--- src/rtl/dtet_pkg.sv ---
// Shared types and constants for the deadline timer event table.
package dtet_pkg;

  localparam int SLOTS_DEF   = 16;
  localparam int MAX_RESULTS = 16;
  localparam int TPS_W       = 10;
  localparam logic [TPS_W-1:0] TPS_RESET = 10'd32;

  // Configuration port.
  localparam int PADDR_W = 3;
  localparam int PDATA_W = 32;
  localparam logic [0:0] REG_TPS = 1'b0;

  // Result kinds and actions.
  localparam logic [1:0] KIND_ADDED   = 2'd0;
  localparam logic [1:0] KIND_FULL    = 2'd1;
  localparam logic [1:0] KIND_WAKE    = 2'd2;
  localparam logic [1:0] KIND_UNKNOWN = 2'd3;
  localparam logic [7:0] ACTION_WAKE  = 8'd0;

  // Millisecond to tick conversion: the 42-bit product is divided by 1000
  // one byte at a time, each byte step using an exact reciprocal multiply.
  localparam int MS_PER_SEC  = 1000;
  localparam int PROD_W      = 42;
  localparam int CHUNK_W     = 8;
  localparam int DIV_STEPS   = 6;
  localparam int PBUF_W      = CHUNK_W * DIV_STEPS;
  localparam int REM_W       = 10;
  localparam int V_W         = REM_W + CHUNK_W;
  localparam int RECIP_SHIFT = 28;
  localparam int RECIP_W     = 19;
  localparam logic [RECIP_W-1:0] RECIP_M = 19'd268436;
  localparam int VM_W        = V_W + RECIP_W;

  // Slot memory word: deadline, action, thread.
  localparam int DL_W   = 32;
  localparam int ACT_W  = 8;
  localparam int THR_W  = 16;
  localparam int SLOT_W = DL_W + ACT_W + THR_W;

  typedef enum logic [2:0] {
    ST_IDLE,
    ST_MUL,
    ST_DIV,
    ST_COMMIT,
    ST_TICK,
    ST_SCAN,
    ST_FLUSH
  } state_t;

  typedef struct packed {
    logic capture;
    logic mul;
    logic div_step;
    logic add_commit;
    logic tick;
    logic scan;
    logic flush;
  } ctrl_cmd_t;

  typedef struct packed {
    logic item_tick;
    logic div_last;
    logic out_free;
    logic scan_end;
    logic pend_valid;
  } dp_sts_t;

endpackage

--- src/rtl/dtet_ram.sv ---
// Generic single-write, single-read RAM with registered read data.
module dtet_ram #(
  parameter int WIDTH = 8,
  parameter int DEPTH = 16,
  parameter int AW    = (DEPTH > 1) ? $clog2(DEPTH) : 1
) (
  input  logic             clk,
  input  logic             we,
  input  logic [AW-1:0]    waddr,
  input  logic [WIDTH-1:0] wdata,
  input  logic [AW-1:0]    raddr,
  output logic [WIDTH-1:0] rdata
);

  logic [WIDTH-1:0] mem [DEPTH];

  always_ff @(posedge clk) begin
    if (we) begin
      mem[waddr] <= wdata;
    end
    rdata <= mem[raddr];
  end

endmodule

--- src/rtl/dtet_ctrl.sv ---
// Controller state machine for the deadline timer event table.
module dtet_ctrl import dtet_pkg::*; (
  input  logic      clk,
  input  logic      rst,
  input  logic      in_valid,
  output logic      in_ready,
  input  dp_sts_t   sts,
  output ctrl_cmd_t ctl
);

  state_t state, state_next;

  always_ff @(posedge clk) begin
    if (rst) begin
      state <= ST_IDLE;
    end else begin
      state <= state_next;
    end
  end

  always_comb begin
    state_next = state;
    ctl        = '0;
    in_ready   = 1'b0;
    case (state)
      ST_IDLE: begin
        in_ready = 1'b1;
        if (in_valid) begin
          ctl.capture = 1'b1;
          state_next  = ST_MUL;
        end
      end
      ST_MUL: begin
        // The captured command picks the add path or the tick path.
        if (sts.item_tick) begin
          state_next = ST_TICK;
        end else begin
          ctl.mul    = 1'b1;
          state_next = ST_DIV;
        end
      end
      ST_DIV: begin
        ctl.div_step = 1'b1;
        if (sts.div_last) begin
          state_next = ST_COMMIT;
        end
      end
      ST_COMMIT: begin
        if (sts.out_free) begin
          ctl.add_commit = 1'b1;
          state_next     = ST_IDLE;
        end
      end
      ST_TICK: begin
        ctl.tick   = 1'b1;
        state_next = ST_SCAN;
      end
      ST_SCAN: begin
        ctl.scan = 1'b1;
        if (sts.scan_end) begin
          state_next = ST_FLUSH;
        end
      end
      ST_FLUSH: begin
        if (!sts.pend_valid) begin
          state_next = ST_IDLE;
        end else if (sts.out_free) begin
          ctl.flush  = 1'b1;
          state_next = ST_IDLE;
        end
      end
      default: begin
        state_next = ST_IDLE;
      end
    endcase
  end

endmodule

--- src/rtl/dtet_dp.sv ---
// Datapath: tick counter, slot table, deadline divider, scan and output stage.
module dtet_dp import dtet_pkg::*; #(
  parameter int SLOTS = SLOTS_DEF
) (
  input  logic               clk,
  input  logic               rst,
  input  ctrl_cmd_t          ctl,
  output dp_sts_t            sts,
  input  logic               cmd,
  input  logic [31:0]        delay_ms,
  input  logic [ACT_W-1:0]   action_code,
  input  logic [THR_W-1:0]   thread_number,
  output logic               out_valid,
  input  logic               out_ready,
  output logic [1:0]         kind,
  output logic [THR_W-1:0]   woken_thread,
  output logic [ACT_W-1:0]   expired_action,
  output logic               last,
  input  logic               psel,
  input  logic               penable,
  input  logic               pwrite,
  input  logic [PADDR_W-1:0] paddr,
  input  logic [PDATA_W-1:0] pwdata,
  output logic [PDATA_W-1:0] prdata
);

  localparam int IDXW = (SLOTS > 1) ? $clog2(SLOTS) : 1;
  localparam int NW   = $clog2(MAX_RESULTS + 1);
  localparam logic [IDXW-1:0] LAST_IDX = IDXW'(SLOTS - 1);

  // Configuration register.
  logic [TPS_W-1:0] tps;

  always_ff @(posedge clk) begin
    if (rst) begin
      tps <= TPS_RESET;
    end else if (psel && penable && pwrite && (paddr[2:2] == REG_TPS)) begin
      tps <= pwdata[TPS_W-1:0];
    end
  end

  assign prdata = (paddr[2:2] == REG_TPS) ? PDATA_W'(tps) : '0;

  // Captured item.
  logic             item_cmd;
  logic [31:0]      item_delay;
  logic [ACT_W-1:0] item_action;
  logic [THR_W-1:0] item_thread;

  always_ff @(posedge clk) begin
    if (ctl.capture) begin
      item_cmd    <= cmd;
      item_delay  <= delay_ms;
      item_action <= action_code;
      item_thread <= thread_number;
    end
  end

  // Millisecond conversion: product, then six byte steps of division by 1000.
  logic [PROD_W-1:0] mprod;
  logic [PBUF_W-1:0] prod;
  logic [DL_W-1:0]   quo;
  logic [REM_W-1:0]  rem;
  logic [2:0]        div_cnt;
  logic [V_W-1:0]    v;
  logic [VM_W-1:0]   vm;
  logic [CHUNK_W-1:0] qd;
  logic [V_W-1:0]    q1000;
  logic [V_W-1:0]    rem_full;

  assign mprod    = item_delay * tps;
  assign v        = {rem, prod[PBUF_W-1 -: CHUNK_W]};
  assign vm       = v * RECIP_M;
  assign qd       = vm[RECIP_SHIFT +: CHUNK_W];
  // qd * 1000 = qd * 1024 - qd * 16 - qd * 8
  assign q1000    = (V_W'(qd) << 10) - (V_W'(qd) << 4) - (V_W'(qd) << 3);
  assign rem_full = v - q1000;

  always_ff @(posedge clk) begin
    if (ctl.mul) begin
      prod    <= PBUF_W'(mprod);
      quo     <= '0;
      rem     <= '0;
      div_cnt <= '0;
    end else if (ctl.div_step) begin
      prod    <= prod << CHUNK_W;
      quo     <= {quo[DL_W-CHUNK_W-1:0], qd};
      rem     <= rem_full[REM_W-1:0];
      div_cnt <= div_cnt + 3'd1;
    end
  end

  // Tick counter and valid marks.
  logic [DL_W-1:0]  tick_count;
  logic [SLOTS-1:0] slot_valid;
  logic             free_found;
  logic [IDXW-1:0]  free_idx;

  always_comb begin
    free_found = 1'b0;
    free_idx   = '0;
    for (int i = SLOTS - 1; i >= 0; i--) begin
      if (!slot_valid[i]) begin
        free_found = 1'b1;
        free_idx   = IDXW'(i);
      end
    end
  end

  // Slot memory.
  logic              ram_we;
  logic [IDXW-1:0]   ram_raddr;
  logic [SLOT_W-1:0] ram_wdata;
  logic [SLOT_W-1:0] ram_rdata;
  logic [DL_W-1:0]   deadline;

  assign deadline  = tick_count + quo + 32'd1;
  assign ram_we    = ctl.add_commit && free_found;
  assign ram_wdata = {deadline, item_action, item_thread};

  // Scan state. The read address runs one slot ahead of the slot being checked.
  logic              out_free;
  logic [IDXW-1:0]   rd_idx;
  logic              rd_done;
  logic [IDXW-1:0]   chk_idx;
  logic              chk_valid;
  logic [NW-1:0]     n_found;
  logic              pend_valid;
  logic [1:0]        pend_kind;
  logic [ACT_W-1:0]  pend_action;
  logic [THR_W-1:0]  pend_thread;
  logic [DL_W-1:0]   rd_deadline;
  logic [ACT_W-1:0]  rd_action;
  logic [THR_W-1:0]  rd_thread;
  logic              hit;
  logic              stall;
  logic              cap_hit;

  assign out_free = !out_valid || out_ready;
  assign {rd_deadline, rd_action, rd_thread} = ram_rdata;

  assign cap_hit = (n_found == NW'(MAX_RESULTS));
  assign hit     = ctl.scan && chk_valid && slot_valid[chk_idx] &&
                   (rd_deadline <= tick_count) && !cap_hit;
  // A new hit must push the previous one out; that waits for a free output.
  assign stall   = hit && pend_valid && !out_free;

  assign ram_raddr = stall ? chk_idx : rd_idx;

  dtet_ram #(
    .WIDTH (SLOT_W),
    .DEPTH (SLOTS),
    .AW    (IDXW)
  ) u_ram (
    .clk   (clk),
    .we    (ram_we),
    .waddr (free_idx),
    .wdata (ram_wdata),
    .raddr (ram_raddr),
    .rdata (ram_rdata)
  );

  always_ff @(posedge clk) begin
    if (rst) begin
      tick_count <= '0;
      slot_valid <= '0;
      rd_idx     <= '0;
      rd_done    <= 1'b0;
      chk_idx    <= '0;
      chk_valid  <= 1'b0;
      n_found    <= '0;
      pend_valid <= 1'b0;
    end else begin
      if (ram_we) begin
        slot_valid[free_idx] <= 1'b1;
      end
      if (ctl.tick) begin
        tick_count <= tick_count + 32'd1;
        rd_idx     <= '0;
        rd_done    <= 1'b0;
        chk_valid  <= 1'b0;
        n_found    <= '0;
        pend_valid <= 1'b0;
      end else if (ctl.scan && !stall) begin
        chk_idx   <= rd_idx;
        chk_valid <= !rd_done;
        if (rd_idx == LAST_IDX) begin
          rd_done <= 1'b1;
        end else begin
          rd_idx <= rd_idx + IDXW'(1);
        end
        if (hit) begin
          slot_valid[chk_idx] <= 1'b0;
          n_found             <= n_found + NW'(1);
          pend_valid          <= 1'b1;
        end
      end else if (ctl.flush) begin
        pend_valid <= 1'b0;
      end
    end
  end

  always_ff @(posedge clk) begin
    if (hit && !stall) begin
      pend_kind   <= (rd_action == ACTION_WAKE) ? KIND_WAKE : KIND_UNKNOWN;
      pend_action <= rd_action;
      pend_thread <= rd_thread;
    end
  end

  // Output register.
  logic push_pend;

  assign push_pend = (hit && !stall && pend_valid) || ctl.flush;

  always_ff @(posedge clk) begin
    if (rst) begin
      out_valid <= 1'b0;
    end else if (ctl.add_commit || push_pend) begin
      out_valid <= 1'b1;
    end else if (out_ready) begin
      out_valid <= 1'b0;
    end
  end

  always_ff @(posedge clk) begin
    if (ctl.add_commit) begin
      kind           <= free_found ? KIND_ADDED : KIND_FULL;
      woken_thread   <= '0;
      expired_action <= '0;
      last           <= 1'b1;
    end else if (push_pend) begin
      kind           <= pend_kind;
      woken_thread   <= pend_thread;
      expired_action <= pend_action;
      last           <= ctl.flush;
    end
  end

  // Status to the controller.
  assign sts.item_tick  = item_cmd;
  assign sts.div_last   = (div_cnt == 3'(DIV_STEPS - 1));
  assign sts.out_free   = out_free;
  assign sts.scan_end   = cap_hit || (chk_valid && (chk_idx == LAST_IDX) && !stall);
  assign sts.pend_valid = pend_valid;

endmodule

--- src/rtl/deadline_timer_event_table_top.sv ---
// Top level of the deadline timer event table.
// An add transaction runs through the product, six divide-by-1000 byte steps and
// a commit that waits for a free output and presents the result; the next
// transaction is accepted after the commit.
// A tick transaction runs from acceptance through decode, counter update, a scan
// of one slot per cycle through the registered slot memory read port, held while
// the output is stalled, which ends at the last slot or at 16 results, and a flush
// of the final result when one is pending. One transaction is in flight at a time.
// Synchronous reset clears the valid marks, the tick counter and the rate
// register (to 32); slot contents are not cleared.
module deadline_timer_event_table_top import dtet_pkg::*; #(
  parameter int SLOTS = SLOTS_DEF
) (
  input  logic               clk,
  input  logic               rst,
  input  logic               in_valid,
  output logic               in_ready,
  input  logic               cmd,
  input  logic [31:0]        delay_ms,
  input  logic [ACT_W-1:0]   action_code,
  input  logic [THR_W-1:0]   thread_number,
  output logic               out_valid,
  input  logic               out_ready,
  output logic [1:0]         kind,
  output logic [THR_W-1:0]   woken_thread,
  output logic [ACT_W-1:0]   expired_action,
  output logic               last,
  input  logic               psel,
  input  logic               penable,
  input  logic               pwrite,
  input  logic [PADDR_W-1:0] paddr,
  input  logic [PDATA_W-1:0] pwdata,
  output logic [PDATA_W-1:0] prdata,
  output logic               pready
);

  ctrl_cmd_t ctl;
  dp_sts_t   sts;

  assign pready = 1'b1;

  dtet_ctrl u_ctrl (
    .clk      (clk),
    .rst      (rst),
    .in_valid (in_valid),
    .in_ready (in_ready),
    .sts      (sts),
    .ctl      (ctl)
  );

  dtet_dp #(
    .SLOTS (SLOTS)
  ) u_dp (
    .clk            (clk),
    .rst            (rst),
    .ctl            (ctl),
    .sts            (sts),
    .cmd            (cmd),
    .delay_ms       (delay_ms),
    .action_code    (action_code),
    .thread_number  (thread_number),
    .out_valid      (out_valid),
    .out_ready      (out_ready),
    .kind           (kind),
    .woken_thread   (woken_thread),
    .expired_action (expired_action),
    .last           (last),
    .psel           (psel),
    .penable        (penable),
    .pwrite         (pwrite),
    .paddr          (paddr),
    .pwdata         (pwdata),
    .prdata         (prdata)
  );

endmodule

--- config.mk ---
export PLATFORM = sky130hd
export DESIGN_NAME = deadline_timer_event_table_top
export DESIGN_NICKNAME = d
export VERILOG_FILES = /design/src/rtl/dtet_pkg.sv /design/src/rtl/dtet_ram.sv /design/src/rtl/dtet_ctrl.sv /design/src/rtl/dtet_dp.sv /design/src/rtl/deadline_timer_event_table_top.sv
export SDC_FILE = /design/constraint.sdc
export NUM_CORES = 2
export LEC_CHECK = 0
export BUFFER_PORTS_ARGS = -buffer_cell sky130_fd_sc_hd__clkbuf_2
export CORE_MARGIN = 2
export CORE_UTILIZATION = 63
export DETAILED_ROUTE_END_ITERATION = 12
export HOLD_SLACK_MARGIN = 0.1
export PLACE_DENSITY_LB_ADDON = 0.3
export SKIP_CTS_REPAIR_TIMING = 1
export SLEW_MARGIN = 0
export SYNTH_ARGS = -nofsm -noshare
export SYNTH_HDL_FRONTEND = slang
export SYNTH_SLANG_ARGS = --single-unit
--- constraint.sdc ---
create_clock -name clk -period 9.37 [get_ports clk]
set_clock_uncertainty 0.1 [all_clocks]
set_input_delay 1.4055 -clock clk [delete_from_list [all_inputs] [get_ports clk]]
set_output_delay 1.4055 -clock clk [all_outputs]
set_load 0.005 [all_outputs]
==> results.md <==
- Run status: completed
- Total gr overflow: 0
- Slew HR: 9.09%
- Synth warn: 0
- Detailed Place HPWL: 79200 µm
- Final min period: 7.66 ns
- Area grow syn2layout: 9.05%
- Worst-path fanout max: 8
- Final Instance Area: 68400 µm²
- Pleak: 29.3 nW
- Slew Limit Fails: 0
- # fillers: 6588
- Cell total after placement: 6037
- Fraction of final layout cells sized beyond drive strength 1: 9.96%
- CP Class: reg -> reg
- NumNets Final: 5555
- Worst-margin pin slew: 1.35 ns
- H-Tree Depth: 3
- Placed Area: 64400 µm²
- Critical Path Sink Type: flip-flop
- ANT cells: 0
- Crit share post-route: 81.8%
- FF+latch area: 34900 µm²
- Starting Density: 63.6%
- CTS sink cnt: 1232
- Fin cells: 6259
- WHS: 0.299 ns
- Synthesized area: 62700 µm²
- Post-synth EDFFs: 1022
- Footprint of the multi-input gates: 25200 µm²
- First-pass GRT wire length: 210000 µm
- Setup TNS: 0 ns
- Crit path max-delay cell type: dfxtp_1
- Worst slack, placed: 1.80 ns
- Remaining DRCs: 0
- Fmax: 0.130 GHz
- Die height: 320 µm
- Clock tree from TritonCTS: done
- Post-DRT Antenna Nets: 0
- Count of unique library cells instantiated by Yosys: 76
- Total Wirelength: 135000 µm
- PortBufs: 113
- Critical path arrival: 8.08 ns
- Die X: 320 µm
- Most frequent CP cell: ha_1
- Final hold violations: 0
- #FFs+latches synth: 1232
- Kind of start point of the critical path: flip-flop
- Largest net degree at the start of global routing: 146
- WP data required: 9.79 ns
- Reg clk slew, reported paths: 0.07 ns
- CTS root buffer: clkbuf_16
- TritonCTS buffer count: 117
- Max_cap viols: 0
- Vias/cell: 5.97
- Max Buffers Root-to-Sink: 3
- Die area: 102000 µm²
- Unrepaired setup endpoints after global routing: no
- Antenna violations before repair: 1
- Worst skew pair latency: 0.74 ns
- Post-synth ARST share: 0%
- Worst VDD drop: 0.238 mV
- Prevailing post-synth register cell: edfxtp_1
- Final setup violating endpoints: 0
- Vias: 37400
- Number of global-route vias before repair: 37700
- # IOs: 161
- Wirelength per Cell: 21.6 µm
- Slowest stage delay, CP: 0.59 ns
- Tot GR Track Use: 26.6%
- DRT Pass-1 Iters: 5
- 1st-iter DRT viols: 3362
- Row cnt: 115
- Core area: 98600 µm²
- Syn_area_per_cell: 13.0 µm²
- Fin worst setup slack: 1.71 ns
- Cells after Synth: 4814
- Worst min-delay path class: reg -> reg
- Placer congestion estimate: 0.862
- Power Density: 205 nW/µm²
- Register area share after synthesis: 55.6%
flip-flops by register name, indices dropped and copies added (netlist names), 2 cells and up:
register             cells
u_ctrl.state             3
u_dp.chk_idx             4
u_dp.div_cnt             3
u_dp.expired_action      8
u_dp.item_action         8
u_dp.item_delay         32
u_dp.item_thread        16
u_dp.kind                2
u_dp.n_found             5
u_dp.pend_action         8
u_dp.pend_thread        16
u_dp.prod               48
u_dp.quo                32
u_dp.rd_idx              4
u_dp.rem                10
u_dp.slot_valid         16
u_dp.tick_count         32
u_dp.tps                10
u_dp.u_ram.mem         896
u_dp.u_ram.rdata        56
u_dp.woken_thread       16
kinds of logic (layout without fill, tap and decap cells):
logic type	Yosys count	in the layout	share of synthesized area [%]
XOR/XNOR	118	118	1.65
other	2	23	0.0120
AND/OR/NAND/NOR	1044	1044	7.65
adder cells (fa/ha/maj)	587	587	15.1
AO/OA/AOI/OAI	605	605	6.45
multiplexers	541	541	8.96
flip-flops	1232	1232	55.6
buffers and inverters	685	822	4.53
layout by cell type (no fill, tap or decap), types with 13 or more instances in the layout:
cell type / synthesis / layout
clkbuf_1: 99 / 27
clkbuf_16: 0 / 118
and3_1: 16 / 16
and2_1: 175 / 172
o21a_1: 13 / 13
ha_1: 301 / 301
o21ai_0: 77 / 77
bufinv_16: 0 / 14
inv_1: 437 / 437
xor2_1: 31 / 31
nand3_1: 36 / 36
clkinv_2: 0 / 22
a21o_1: 46 / 46
mux2i_1: 423 / 421
xnor2_1: 87 / 87
a32oi_1: 58 / 58
nor2_1: 269 / 254
nor2b_1: 30 / 29
edfxtp_1: 1022 / 1022
a21oi_1: 208 / 208
nor3_1: 25 / 23
clkbuf_2: 0 / 113
o21bai_1: 19 / 19
nand2b_1: 15 / 14
a211oi_1: 18 / 18
clkinv_1: 1 / 15
buf_4: 29 / 43
a22o_1: 39 / 39
nor2_4: 0 / 15
nand4_1: 26 / 26
dfxtp_1: 210 / 210
nand2_1: 411 / 410
conb_1: 2 / 23
o221ai_1: 58 / 58
mux2_2: 113 / 112
fa_1: 286 / 286
worst max-delay path: cells and delay by family (launching register included):
kind            cells  cell delay [ns]
fa+ha+maj           9             3.21
xor+xnor            5             0.97
compound gates      9             1.79
simple gates        4             0.62
flops               1             0.59
buf+inv             4             0.21
cell type report:
type	instances	area share (%)
clock buffers	156	4.69
clock inverters	66	1.17
inverters	438	2.40
multi-input cells	2918	36.9
flip-flops and latches	1232	51.0
well taps	1287	2.35
repair buffers	162	1.47
final timing paths:
path,start,to,slack [ns],cells after the start
max,u_dp.prod[46],u_dp.rem[9],1.71,31
min,u_dp.u_ram.rdata[5],u_dp.pend_thread[5],0.30,0
max reg2reg,u_dp.prod[46],u_dp.rem[9],1.71,31
min reg2reg,u_dp.u_ram.rdata[5],u_dp.pend_thread[5],0.30,0
metrics by stage:
stage / total power, mW / utilization [%]
2_1_floorplan: 8.52 / -
3_3_place_gp: 9.16 / 65.3
3_5_place_dp: 9.29 / 65.3
4_1_cts: 14.1 / 69.4
5_1_grt: 14.8 / 69.4
6_report: 14.0 / 69.4
metal layers:
metal | GRT usage (%) | up-vias | share of wire, %
met1 | 36.9 | 18700 | 42
met5 | 0 | - | 0.0096
met4 | 7.79 | 2 | 2.4
met3 | 4.05 | 224 | 7.2
met2 | 44.0 | 1339 | 48
li1 | - | 17100 | -
cells in the mapped netlist (all sizes together), types with 3 or more instances:
cell type	instances	share of area [%]
a31o	3	0.042
mux2i	423	6.7
edfxtp	1022	49
nand4	26	0.26
dfxtp	210	6.7
nand2b	15	0.15
xor2	31	0.43
a2111oi	4	0.058
inv	437	2.6
or2	6	0.060
a32oi	58	0.81
nor3b	6	0.072
a21o	46	0.55
a211oi	18	0.22
fa	286	9.1
o21ai	85	0.68
nand3	36	0.29
nand2	411	2.5
nor2b	30	0.30
o21bai	19	0.23
a22o	39	0.54
and3	16	0.16
nor3	25	0.20
or3	8	0.080
a21boi	6	0.072
ha	301	6.0
buf	148	1.3
a31oi	8	0.080
o21a	13	0.16
nor4	7	0.070
a221oi	3	0.042
mux4	5	0.18
and2	175	1.7
o221ai	58	0.81
o211ai	6	0.072
and4	5	0.070
xnor2	87	1.2
mux2	113	2.0
nor2	269	1.6
clkbuf	99	0.59
a21oi	208	1.7
o31ai	5	0.060
power by group:
part / leakage (nW) / total, mW / internal [mW] / switching [mW]
clock network: 1.94 / 4.87 / 2.80 / 2.07
logic: 16.3 / 2.72 / 1.15 / 1.57
registers: 11.1 / 6.45 / 6.20 / 0.258
total: 29.3 / 14.0 / 10.1 / 3.89
Note: power is estimated with default switching activity, not from simulation.
